===== config.mk =====
export PLATFORM = sky130hd
export DESIGN_NAME = eth_ipv4_l4_header_parse_filter
export DESIGN_NICKNAME = d
export VERILOG_FILES = /design/src/design/ehpf_pkg.sv /design/src/design/eth_ipv4_l4_header_parse_filter.sv
export VERILOG_INCLUDE_DIRS = /design/src /design/src/design
export SDC_FILE = /design/constraint.sdc
export NUM_CORES = 1
export LEC_CHECK = 0
export BUFFER_PORTS_ARGS = -buffer_cell sky130_fd_sc_hd__buf_4
export CORE_ASPECT_RATIO = 0.7
export CORE_MARGIN = 3
export CORE_UTILIZATION = 45
export CTS_CLUSTER_DIAMETER = 60
export CTS_CLUSTER_SIZE = 8
export DETAILED_ROUTE_END_ITERATION = 16
export GPL_TIMING_DRIVEN = 0
export SETUP_SLACK_MARGIN = 0.4
export SYNTH_ARGS = -nofsm -noshare
export SYNTH_HDL_FRONTEND = slang
export SYNTH_SLANG_ARGS = --single-unit

===== constraint.sdc =====
create_clock -name clk -period 17.05 [get_ports clk]
set_clock_uncertainty 0.1 [all_clocks]
set_input_delay 1.705 -clock clk [delete_from_list [all_inputs] [get_ports clk]]
set_output_delay 1.705 -clock clk [all_outputs]
set_load 0.01 [all_outputs]

===== src/design/assert_macros.svh =====
// Assertion helper macros shared by the RTL files.
// Each macro expects clk and the active-low reset rst_n in scope.
`ifndef ASSERT_MACROS_SVH
`define ASSERT_MACROS_SVH

// Same-cycle implication, masked while reset is held
`define ASSERT_IMPLIES(lbl, ante, cons) \
  lbl: assert property (@(posedge clk) disable iff (!rst_n) (ante) |-> (cons)) \
    else $error("assertion failed");

// Next-cycle implication, masked while reset is held
`define ASSERT_NEXT(lbl, ante, cons) \
  lbl: assert property (@(posedge clk) disable iff (!rst_n) (ante) |=> (cons)) \
    else $error("assertion failed");

`endif


===== src/design/ehpf_pkg.sv =====
// Types and constants for the Ethernet/IPv4/L4 header parser and filter.
// No dependencies.
package ehpf_pkg;

  // Verdict codes carried on the result status field
  typedef enum logic [3:0] {
    ST_TCP_OK     = 4'd0,
    ST_UDP_OK     = 4'd1,
    ST_NOT_IPV4   = 4'd2,
    ST_SRC_IP     = 4'd3,
    ST_DST_IP     = 4'd4,
    ST_FRAGMENT   = 4'd5,
    ST_OTHER_PROTO = 4'd6,
    ST_SPORT      = 4'd7,
    ST_DPORT      = 4'd8,
    ST_TRUNCATED  = 4'd9,
    ST_BAD_IHL    = 4'd10
  } status_t;

  // Configuration register indexes (word address)
  typedef enum logic [2:0] {
    REG_SRC_IP_MATCH  = 3'd0,
    REG_SRC_IP_ON     = 3'd1,
    REG_DST_IP_MATCH  = 3'd2,
    REG_DST_IP_ON     = 3'd3,
    REG_SRC_PORT      = 3'd4,
    REG_DST_PORT      = 3'd5
  } reg_idx_t;

  localparam int unsigned PADDR_W = 5;

  localparam logic [15:0] ETHERTYPE_IPV4 = 16'h0800;
  localparam logic [7:0]  PROTO_TCP      = 8'd6;
  localparam logic [7:0]  PROTO_UDP      = 8'd17;
  localparam logic [3:0]  MIN_IHL        = 4'd5;
  localparam logic [6:0]  ETH_HDR_LEN    = 7'd14;

  // Byte positions within the frame
  localparam logic [15:0] POS_DMAC_END   = 16'd6;
  localparam logic [15:0] POS_SMAC_END   = 16'd12;
  localparam logic [15:0] POS_ETYPE_END  = 16'd14;
  localparam logic [15:0] POS_ETYPE_LO   = 16'd13;
  localparam logic [15:0] POS_VER_IHL    = 16'd14;
  localparam logic [15:0] POS_TLEN_HI    = 16'd16;
  localparam logic [15:0] POS_TLEN_LO    = 16'd17;
  localparam logic [15:0] POS_FRAG_HI    = 16'd20;
  localparam logic [15:0] POS_FRAG_LO    = 16'd21;
  localparam logic [15:0] POS_TTL        = 16'd22;
  localparam logic [15:0] POS_PROTO      = 16'd23;
  localparam logic [15:0] POS_ADDR_START = 16'd26;
  localparam logic [15:0] POS_SRC_IP_END = 16'd29;
  localparam logic [15:0] POS_DST_IP_END = 16'd33;
  localparam logic [15:0] POS_ADDR_END   = 16'd34;
  localparam logic [15:0] POS_MAX        = 16'hFFFF;

  // Offsets from the start of the transport header
  localparam logic [15:0] OFF_PORTS_END  = 16'd4;
  localparam logic [15:0] OFF_SPORT_LO   = 16'd1;
  localparam logic [15:0] OFF_DPORT_LO   = 16'd3;
  localparam logic [15:0] OFF_UDP_END    = 16'd6;
  localparam logic [15:0] OFF_UDP_LEN_LO = 16'd5;
  localparam logic [15:0] OFF_TCP_FLAGS  = 16'd13;

endpackage


===== src/design/eth_ipv4_l4_header_parse_filter.sv =====
// Ethernet/IPv4/L4 header parser and filter, one frame byte per transfer.
// The result is registered and appears in the cycle after the last byte's transfer.
// Throughput: one byte per cycle unless a held result stalls in_ready; set by
// the single byte-decode stage loading capture and output registers together.
// Reset (rst_n, synchronous, active low) clears configuration and frame state.
// Depends on ehpf_pkg and assert_macros.svh.
`include "assert_macros.svh"

module eth_ipv4_l4_header_parse_filter
  import ehpf_pkg::*;
(
  input  logic                clk,
  input  logic                rst_n,
  // byte stream in
  input  logic                in_valid,
  output logic                in_ready,
  input  logic [7:0]          in_data_byte,
  input  logic                in_last_byte,
  // result out
  output logic                out_valid,
  input  logic                out_ready,
  output logic [3:0]          out_status,
  output logic [47:0]         out_dst_mac,
  output logic [47:0]         out_src_mac,
  output logic [15:0]         out_ethertype,
  output logic [7:0]          out_ip_version_ihl,
  output logic [15:0]         out_ip_total_length,
  output logic [12:0]         out_fragment_offset,
  output logic [7:0]          out_time_to_live,
  output logic [7:0]          out_proto_number,
  output logic [63:0]         out_ip_address_pair,
  output logic [31:0]         out_port_pair,
  output logic [15:0]         out_transport_info,
  // configuration
  input  logic                psel,
  input  logic                penable,
  input  logic                pwrite,
  input  logic [PADDR_W-1:0]  paddr,
  input  logic [31:0]         pwdata,
  output logic [31:0]         prdata,
  output logic                pready
);

  // configuration registers
  logic [31:0] src_ip_match_r;
  logic        src_ip_on_r;
  logic [31:0] dst_ip_match_r;
  logic        dst_ip_on_r;
  logic [15:0] src_port_r;
  logic [15:0] dst_port_r;

  // frame state
  logic [15:0] pos_r,       pos_nxt;
  logic        done_r,      done_nxt;
  status_t     status_r,    status_nxt;
  logic [47:0] dmac_r,      dmac_nxt;
  logic [47:0] smac_r,      smac_nxt;
  logic [15:0] etype_r,     etype_nxt;
  logic [7:0]  ipfirst_r,   ipfirst_nxt;
  logic [15:0] tlen_r,      tlen_nxt;
  logic [12:0] frag_r,      frag_nxt;
  logic [7:0]  ttl_r,       ttl_nxt;
  logic [7:0]  proto_r,     proto_nxt;
  logic [63:0] addr_r,      addr_nxt;
  logic [31:0] ports_r,     ports_nxt;
  logic [15:0] l4info_r,    l4info_nxt;

  // output register
  logic        out_valid_r;
  status_t     o_status_r;
  logic [47:0] o_dmac_r, o_smac_r;
  logic [15:0] o_etype_r, o_tlen_r, o_l4info_r;
  logic [7:0]  o_ipfirst_r, o_ttl_r, o_proto_r;
  logic [12:0] o_frag_r;
  logic [63:0] o_addr_r;
  logic [31:0] o_ports_r;

  logic        in_xfer;
  logic        cfg_wr;
  reg_idx_t    cfg_idx;
  logic [6:0]  l4_start;
  logic [15:0] l4_off;

  // zero octets of the match value act as wildcards
  function automatic logic dst_ok(input logic [31:0] want, input logic [31:0] got);
    logic ok;
    ok = 1'b1;
    for (int k = 0; k < 4; k++) begin
      if (want[8*k +: 8] != 8'd0 && want[8*k +: 8] != got[8*k +: 8])
        ok = 1'b0;
    end
    return ok;
  endfunction

  assign in_ready = !out_valid_r || out_ready;
  assign in_xfer  = in_valid && in_ready;

  // ---------------------------------------------------------------------------
  // Configuration port
  assign pready  = 1'b1;
  assign cfg_wr  = psel && penable && pwrite;
  assign cfg_idx = reg_idx_t'(paddr[PADDR_W-1:2]);

  always_ff @(posedge clk) begin
    if (!rst_n) begin
      src_ip_match_r <= '0;
      src_ip_on_r    <= 1'b0;
      dst_ip_match_r <= '0;
      dst_ip_on_r    <= 1'b0;
      src_port_r     <= '0;
      dst_port_r     <= '0;
    end else if (cfg_wr) begin
      unique case (cfg_idx)
        REG_SRC_IP_MATCH: src_ip_match_r <= pwdata;
        REG_SRC_IP_ON:    src_ip_on_r    <= pwdata[0];
        REG_DST_IP_MATCH: dst_ip_match_r <= pwdata;
        REG_DST_IP_ON:    dst_ip_on_r    <= pwdata[0];
        REG_SRC_PORT:     src_port_r     <= pwdata[15:0];
        REG_DST_PORT:     dst_port_r     <= pwdata[15:0];
        default: ;
      endcase
    end
  end

  // read-back mux
  always_comb begin
    unique case (cfg_idx)
      REG_SRC_IP_MATCH: prdata = src_ip_match_r;
      REG_SRC_IP_ON:    prdata = {31'd0, src_ip_on_r};
      REG_DST_IP_MATCH: prdata = dst_ip_match_r;
      REG_DST_IP_ON:    prdata = {31'd0, dst_ip_on_r};
      REG_SRC_PORT:     prdata = {16'd0, src_port_r};
      REG_DST_PORT:     prdata = {16'd0, dst_port_r};
      default:          prdata = '0;
    endcase
  end

  // ---------------------------------------------------------------------------
  // Transport header position from IHL
  assign l4_start = ETH_HDR_LEN + {1'b0, ipfirst_r[3:0], 2'b00};
  assign l4_off   = pos_r - {9'd0, l4_start};

  // Byte decode: capture by position and apply filters in order
  always_comb begin
    done_nxt    = done_r;
    status_nxt  = status_r;
    dmac_nxt    = dmac_r;
    smac_nxt    = smac_r;
    etype_nxt   = etype_r;
    ipfirst_nxt = ipfirst_r;
    tlen_nxt    = tlen_r;
    frag_nxt    = frag_r;
    ttl_nxt     = ttl_r;
    proto_nxt   = proto_r;
    addr_nxt    = addr_r;
    ports_nxt   = ports_r;
    l4info_nxt  = l4info_r;

    if (!done_r) begin
      if (pos_r < POS_DMAC_END) begin
        dmac_nxt = {dmac_r[39:0], in_data_byte};
      end else if (pos_r < POS_SMAC_END) begin
        smac_nxt = {smac_r[39:0], in_data_byte};
      end else if (pos_r < POS_ETYPE_END) begin
        etype_nxt = {etype_r[7:0], in_data_byte};
        if (pos_r == POS_ETYPE_LO && etype_nxt != ETHERTYPE_IPV4) begin
          done_nxt   = 1'b1;
          status_nxt = ST_NOT_IPV4;
        end
      end else if (pos_r == POS_VER_IHL) begin
        ipfirst_nxt = in_data_byte;
      end else if (pos_r == POS_TLEN_HI || pos_r == POS_TLEN_LO) begin
        tlen_nxt = {tlen_r[7:0], in_data_byte};
      end else if (pos_r == POS_FRAG_HI || pos_r == POS_FRAG_LO) begin
        frag_nxt = {frag_r[4:0], in_data_byte};
      end else if (pos_r == POS_TTL) begin
        ttl_nxt = in_data_byte;
      end else if (pos_r == POS_PROTO) begin
        proto_nxt = in_data_byte;
      end else if (pos_r >= POS_ADDR_START && pos_r < POS_ADDR_END) begin
        addr_nxt = {addr_r[55:0], in_data_byte};
        if (pos_r == POS_SRC_IP_END) begin
          if (src_ip_on_r && addr_nxt[31:0] != src_ip_match_r) begin
            done_nxt   = 1'b1;
            status_nxt = ST_SRC_IP;
          end
        end else if (pos_r == POS_DST_IP_END) begin
          done_nxt = 1'b1;
          if (dst_ip_on_r && !dst_ok(dst_ip_match_r, addr_nxt[31:0]))
            status_nxt = ST_DST_IP;
          else if (frag_r != 13'd0)
            status_nxt = ST_FRAGMENT;
          else if (proto_r != PROTO_TCP && proto_r != PROTO_UDP)
            status_nxt = ST_OTHER_PROTO;
          else if (ipfirst_r[3:0] < MIN_IHL)
            status_nxt = ST_BAD_IHL;
          else
            done_nxt = 1'b0;
        end
      end else if (pos_r >= POS_ADDR_END && pos_r >= {9'd0, l4_start}) begin
        // transport header: ports, then UDP length or TCP flags
        if (l4_off < OFF_PORTS_END) begin
          ports_nxt = {ports_r[23:0], in_data_byte};
          if (l4_off == OFF_SPORT_LO && src_port_r != 16'd0 &&
              ports_nxt[15:0] != src_port_r) begin
            done_nxt   = 1'b1;
            status_nxt = ST_SPORT;
          end else if (l4_off == OFF_DPORT_LO && dst_port_r != 16'd0 &&
                       ports_nxt[15:0] != dst_port_r) begin
            done_nxt   = 1'b1;
            status_nxt = ST_DPORT;
          end
        end else if (proto_r == PROTO_UDP) begin
          if (l4_off < OFF_UDP_END) begin
            l4info_nxt = {l4info_r[7:0], in_data_byte};
            if (l4_off == OFF_UDP_LEN_LO) begin
              done_nxt   = 1'b1;
              status_nxt = ST_UDP_OK;
            end
          end
        end else if (l4_off == OFF_TCP_FLAGS) begin
          l4info_nxt = {14'd0, in_data_byte[1:0]};
          done_nxt   = 1'b1;
          status_nxt = ST_TCP_OK;
        end
      end
    end

    // saturating byte counter
    pos_nxt = (pos_r == POS_MAX) ? pos_r : pos_r + 16'd1;
  end

  // ---------------------------------------------------------------------------
  // Frame state: advance per transfer, clear after the last byte
  always_ff @(posedge clk) begin
    if (!rst_n || (in_xfer && in_last_byte)) begin
      pos_r     <= '0;
      done_r    <= 1'b0;
      status_r  <= ST_TCP_OK;
      dmac_r    <= '0;
      smac_r    <= '0;
      etype_r   <= '0;
      ipfirst_r <= '0;
      tlen_r    <= '0;
      frag_r    <= '0;
      ttl_r     <= '0;
      proto_r   <= '0;
      addr_r    <= '0;
      ports_r   <= '0;
      l4info_r  <= '0;
    end else if (in_xfer) begin
      pos_r     <= pos_nxt;
      done_r    <= done_nxt;
      status_r  <= status_nxt;
      dmac_r    <= dmac_nxt;
      smac_r    <= smac_nxt;
      etype_r   <= etype_nxt;
      ipfirst_r <= ipfirst_nxt;
      tlen_r    <= tlen_nxt;
      frag_r    <= frag_nxt;
      ttl_r     <= ttl_nxt;
      proto_r   <= proto_nxt;
      addr_r    <= addr_nxt;
      ports_r   <= ports_nxt;
      l4info_r  <= l4info_nxt;
    end
  end

  // Output register valid flag
  always_ff @(posedge clk) begin
    if (!rst_n) begin
      out_valid_r <= 1'b0;
    end else if (in_xfer && in_last_byte) begin
      out_valid_r <= 1'b1;
    end else if (out_ready) begin
      out_valid_r <= 1'b0;
    end
  end

  // Output payload, loaded with the last byte's decode
  always_ff @(posedge clk) begin
    if (in_xfer && in_last_byte) begin
      o_status_r  <= done_nxt ? status_nxt : ST_TRUNCATED;
      o_dmac_r    <= dmac_nxt;
      o_smac_r    <= smac_nxt;
      o_etype_r   <= etype_nxt;
      o_ipfirst_r <= ipfirst_nxt;
      o_tlen_r    <= tlen_nxt;
      o_frag_r    <= frag_nxt;
      o_ttl_r     <= ttl_nxt;
      o_proto_r   <= proto_nxt;
      o_addr_r    <= addr_nxt;
      o_ports_r   <= ports_nxt;
      o_l4info_r  <= l4info_nxt;
    end
  end

  assign out_valid           = out_valid_r;
  assign out_status          = o_status_r;
  assign out_dst_mac         = o_dmac_r;
  assign out_src_mac         = o_smac_r;
  assign out_ethertype       = o_etype_r;
  assign out_ip_version_ihl  = o_ipfirst_r;
  assign out_ip_total_length = o_tlen_r;
  assign out_fragment_offset = o_frag_r;
  assign out_time_to_live    = o_ttl_r;
  assign out_proto_number    = o_proto_r;
  assign out_ip_address_pair = o_addr_r;
  assign out_port_pair       = o_ports_r;
  assign out_transport_info  = o_l4info_r;

  // ---------------------------------------------------------------------------
  // Assertions
  `ASSERT_IMPLIES(a_stall_blocks_input, out_valid_r && !out_ready, !in_ready)
  `ASSERT_NEXT(a_last_gives_result, in_xfer && in_last_byte, out_valid_r)
  `ASSERT_NEXT(a_last_clears_frame, in_xfer && in_last_byte, pos_r == 16'd0 && !done_r)
  `ASSERT_IMPLIES(a_status_in_range, out_valid_r, o_status_r <= ST_BAD_IHL)

endmodule


# After elaboration in Yosys (flattened, before gate mapping)
# Index checks and enable logic that the tools add are counted.
# Widths: inputs -> output; s select.
[classes]
muxes = 152
reduce_logical = 41
add_sub_neg = 3
eq_ne = 31
bitwise = 1
magnitude_cmp = 10
[ops]
columns = ["cell", "count"]
rows = [
  ["$mux 64", 10],
  ["$mux 16", 25],
  ["$mux 32", 12],
  ["$mux 48", 5],
  ["$pmux 32 s6", 1],
  ["$mux 8", 22],
  ["$eq 16x5->1 const B", 7],
  ["$mux 4", 26],
  ["$mux 13", 7],
  ["$eq 16x4->1 const B", 3],
  ["$lt 16x3->1 const B", 3],
  ["$mux 1", 44],
  ["$lt 16x4->1 const B", 2],
  ["$ne 16x16->1", 2],
  ["$ne 32x32->1", 1],
  ["$ne 8x8->1", 4],
  ["$reduce_bool 16->1", 2],
  ["$reduce_bool 8->1", 4],
  ["$logic_and 1x1->1", 18],
  ["$add 16x1->16 const B", 1],
  ["$eq 16x1->1 const B", 1],
  ["$eq 16x16->1 const B", 1],
  ["$eq 16x2->1 const B", 1],
  ["$eq 16x3->1 const B", 1],
  ["22 further kinds", 35],
]
[totals]
word_cells = 271
reg_bits = 678
out_inout_bits = 316
input_bits = 53

# Logic depth before layout (Yosys ltp)
[logic_depth]
ltp_word = 33
mapped_depth = 16
mapped_depth_nobuf = 13

# Worst setup path before layout
# Ideal clock, no wire load.
[synth_path]
path_type = "input-to-reg"
from = "input port out_ready"
to = "register o_dmac_r[0], in the netlist out_dst_mac[0] (enable)"
path_buffers = 1
setup_ps = 631
arrival_time_ps = 7855
stages = 5
slack_ps = 8464
cell_sequence = "nand2b_1 > and2_1 > clkbuf_1 > nand2_1 > inv_1"
[synth_via]
elab_chain_len = 3
[synth_rtl]
columns = ["element", "line_no", "text"]
rows = [
  ["start, declared", "eth_ipv4_l4_header_parse_filter.sv:21", "input logic out_ready,"],
  ["$logic_or 1x1->1", "eth_ipv4_l4_header_parse_filter.sv:95", "assign in_ready = !out_valid_r || out_ready;"],
  ["$logic_and 1x1->1", "eth_ipv4_l4_header_parse_filter.sv:96", "assign in_xfer = in_valid && in_ready;"],
  ["$logic_and 1x1->1", "eth_ipv4_l4_header_parse_filter.sv:282", "if (in_xfer && in_last_byte) begin"],
  ["end signal, assigned", "eth_ipv4_l4_header_parse_filter.sv:284", "o_dmac_r <= dmac_nxt;"],
  ["end, declared", "eth_ipv4_l4_header_parse_filter.sv:71", "logic [47:0] o_dmac_r, o_smac_r;"],
]
# Every way passes these cells.
# A chain may end at the register's enable or synchronous reset.

# Worst setup path after layout
[layout_path]
from = "input port paddr[3]"
to = "output port prdata[15]"
[layout_via]
elab_chain_len = 2
[layout_rtl]
columns = ["element", "line_no", "text"]
rows = [
  ["start, declared", "eth_ipv4_l4_header_parse_filter.sv:38", "input logic [PADDR_W-1:0] paddr,"],
  ["$eq 3x3->1 (tied with other cells)", "eth_ipv4_l4_header_parse_filter.sv:127", "unique case (cfg_idx)"],
  ["$pmux 32 s6 *", "eth_ipv4_l4_header_parse_filter.sv:127", ""],
  ["end, declared", "eth_ipv4_l4_header_parse_filter.sv:40", "output logic [31:0] prdata,"],
]
# Mark *: on every way between the ends. The rest lies on a longest branch, timed or not.

==> results by group <==
Outcome
  • Status: finished with violations
  • Violated checks: max-capacitance violations

Critical path
  • Startpoint types: input port
  • R2R Path End: out_status[3]
  • Reg2Reg Depth: 11
  • CP Max Fanout: 10
  • FF-to-FF setup slack: 12.90 ns
  • Crit path kind: in -> out
  • Crit Reg-Reg Startpoint: ipfirst_r[0]
  • Critical path's slowest cell: nor3b_1
  • WP buf/inv: 3
  • Worst path max stage delay: 0.80 ns
  • CP dominant cell by count: clkbuf_1
  • Crit-path cells: clkbuf_1 > nor3b_1 > clkbuf_1 > a22oi_1 > nand2_1 > buf_4
  • Required time of the critical path: 15.24 ns
  • Worst EP arrival: 3.85 ns
  • Crit end category: output pin
  • Top Family by Delay on Critical Path: simple AND/OR/NAND/NOR gates

Timing
  • WHS: 0.354 ns
  • Endpoints failing hold: 0
  • Slew Limit Headroom: 0.00128
  • Slew @ Worst Pin: 1.50 ns
  • Fin crit period: 5.65 ns
  • RSZ-0062 raised after global routing: false
  • Final Cycle Share: 0.331
  • Final Max Tran Viols: 0
  • TNS Setup: 0 ns
  • Endpoints failing setup: 0
  • Max Fclk: 0.177 GHz

Final layout
  • Layout cell share with drive strength beyond 1: 0.245
  • Layout Utilization: 0.562
  • Area grow syn2layout: 22.4%
  • Most frequent cells in the layout: dfxtp_1 (397), nand2_1 (391), buf_4 (369)
  • Final cell count without fillers: 4044
  • Non-Filler Cell Area, Final: 35800 sq um
  • Most common cell after layout, fill and taps aside: dfxtp_1
  • Nets: 3169

Yosys
  • Post-synthesis instance total: 2643
  • Yosys top cell by area: edfxtp_1
  • EDFF count, synth: 281
  • Cell variety after synth: 76
  • Mapped Area: 29300 sq um
  • FFs w/ async S/R, synth: 0
  • Most used DFF post-synth: dfxtp_1
  • Synth warn: 0
  • Yosys reg bits: 678
  • Post-synth top area share: 0.288
  • Mapped Nets: 2708
  • Avg Inst Size Synth: 11.1 sq um
  • Synth area leaders: edfxtp_1 (29%), dfxtp_1 (27%), mux2_2 (8.9%)
  • Register area share after synthesis: 0.560

Clock tree
  • CTS tree: done
  • Clock Latency Late Sink: 0.65 ns
  • Setup Buffers After CTS: 0
  • # resized after CTS: 0
  • Clock buffers created by TritonCTS: 94
  • Hold-fix buffers, CTS: 0
  • Root Buffer: clkbuf_16
  • Worst-path clk slew: 0.05 ns
  • Sink Count: 678
  • Clock Tree Buf Depth: 3
  • CTS H-tree depth: 3

GRT
  • Antenna violations before repair: 3
  • GRT Util Overall: 0.259
  • Total global routing overflow: 0
  • Vias in the first global route: 21331
  • Pin count of the biggest net entering global routing: 113
  • First-pass GRT wire length: 134000 um

Floorplanning
  • Io pins: 369
  • Core area: 63800 sq um
  • Die area: 68200 sq um
  • Row count: 77
  • Die Height: 219 um
  • Initial Util: 0.459
  • DIE WIDTH: 311 um

Place
  • Global placement routability congestion: 0.963
  • HPWL after DPL: 66600 um
  • Post-Place Cells: 3877
  • Port bufs: 363
  • Placed cell area: 33200 sq um

Route
  • DRC Markers: 0
  • Total number of vias: 22211
  • First-pass DRT Iterations: 6
  • DR vias/cell: 5.49
  • Routed WL: 90100 um
  • Iter 0 DRT Violations: 1927
  • Number of routed nets with antenna violations: 0
  • Drt wl/cell: 22.3 um

Min path
  • Hold crit path type: reg -> reg
  • HP Start: ipfirst_r[7]
  • Worst Hold Depth: 2
  • Hold Crit Endpoint: ipfirst_r[7]

Power
  • Pwr/cell area: 104 nW/um^2
  • VDD IR-drop max: 0.0000809 V
  • Leakage Power: 0.0151 uW

Run
  • Max-Cap Viols: 1
-- synth_stat cells (all sizes together), types with 3 or more instances --
cell      n
dfxtp   397
nand2   393
edfxtp  281
mux2    264
nor2    240
clkbuf  126
xor2    104
a21boi   98
mux2i    93
a21oi    90
nand2b   61
nor3     60
o211a    58
buf      55
nor4     54
nand3    39
a22oi    35
a22o     31
o21ai    15
and2     13
and3     13
ha       11
inv      11
nand4    11
xnor2     9
nor2b     6
and4      5
or2       5
a211oi    4
a31oi     4
nor3b     4
o21a      4
o31ai     4
or3       4
a41oi     3
o21bai    3
o22ai     3
-- worst max path at each step --
stage	startpoint	end	slack, ns	depth (start not counted)
6_report	paddr[3]	prdata[15]	11.40	6
5_1_grt	paddr[3]	prdata[14]	11.28	6
4_1_cts	paddr[3]	prdata[14]	11.47	6
3_5_place_dp	out_ready	smac_r[10]	11.39	10
3_3_place_gp	out_ready	out_src_mac[35]	5.43	6
2_1_floorplan	out_ready	out_dst_mac[0]	8.46	5
-- cell type report --
type                            count  area (sq um)
Tap cell                          869          1090
Inverter                           11          48.8
Timing Repair Buffer              365          2780
Clock inverter                      3          52.6
Fill cell                        5543         27900
Sequential cell                   678         16400
Multi-Input combinational cell   1773         12000
Buffer                            181           827
Clock buffer                      162          2630
Antenna cell                        2          5.00
-- report_power, final --
part           switching (uW)  internal, uW
clock                     682          1030
combinational             153          91.0
sequential               27.3          1740
-- metrics by stage --
step | setup slack, ns | total power, uW
global placement | 5.43 | 2050
global route | 11.28 | 3860
detailed placement | 11.39 | 2040
floorplan | 8.46 | 1920
finish | 11.40 | 3730
CTS | 11.47 | 3760
-- cells by family (layout without fill, tap and decap cells) --
group,Yosys count,after routing,synth area share
AO/OA/AOI/OAI,370,370,0.0935
multiplexers,357,357,0.136
other,1,3,0.000128
AND/OR/NAND/NOR,920,920,0.142
buffers and inverters,192,722,0.0297
flip-flops,678,678,0.560
XOR/XNOR,113,113,0.0338
adder cells (fa/ha/maj),12,12,0.00538
-- routing by layer --
layer | part of all wire | GRT usage
met4 | 0.020 | 0.0625
met5 | 0 | 0
met2 | 0.43 | 0.377
met3 | 0.068 | 0.0480
met1 | 0.49 | 0.395
-- tightest hold or removal path, cell delays in order (launching register included) --
cell,delay (ns)
dfxtp_1,0.30
nand2_1,0.05
a21oi_1,0.05
-- state kept, by name (all words and copies together) (netlist names), 16 cells and up --
signal / flops
src_ip_match_r: 32
pos_r: 16
ports_r: 32
dmac_r: 48
dst_port_r: 16
out_ethertype: 16
out_dst_mac: 48
smac_r: 48
out_ip_total_length: 16
tlen_r: 16
addr_r: 64
out_transport_info: 16
out_port_pair: 32
etype_r: 16
dst_ip_match_r: 32
out_src_mac: 48
out_ip_address_pair: 64
l4info_r: 16
src_port_r: 16
(Power assumes the default switching activity.)
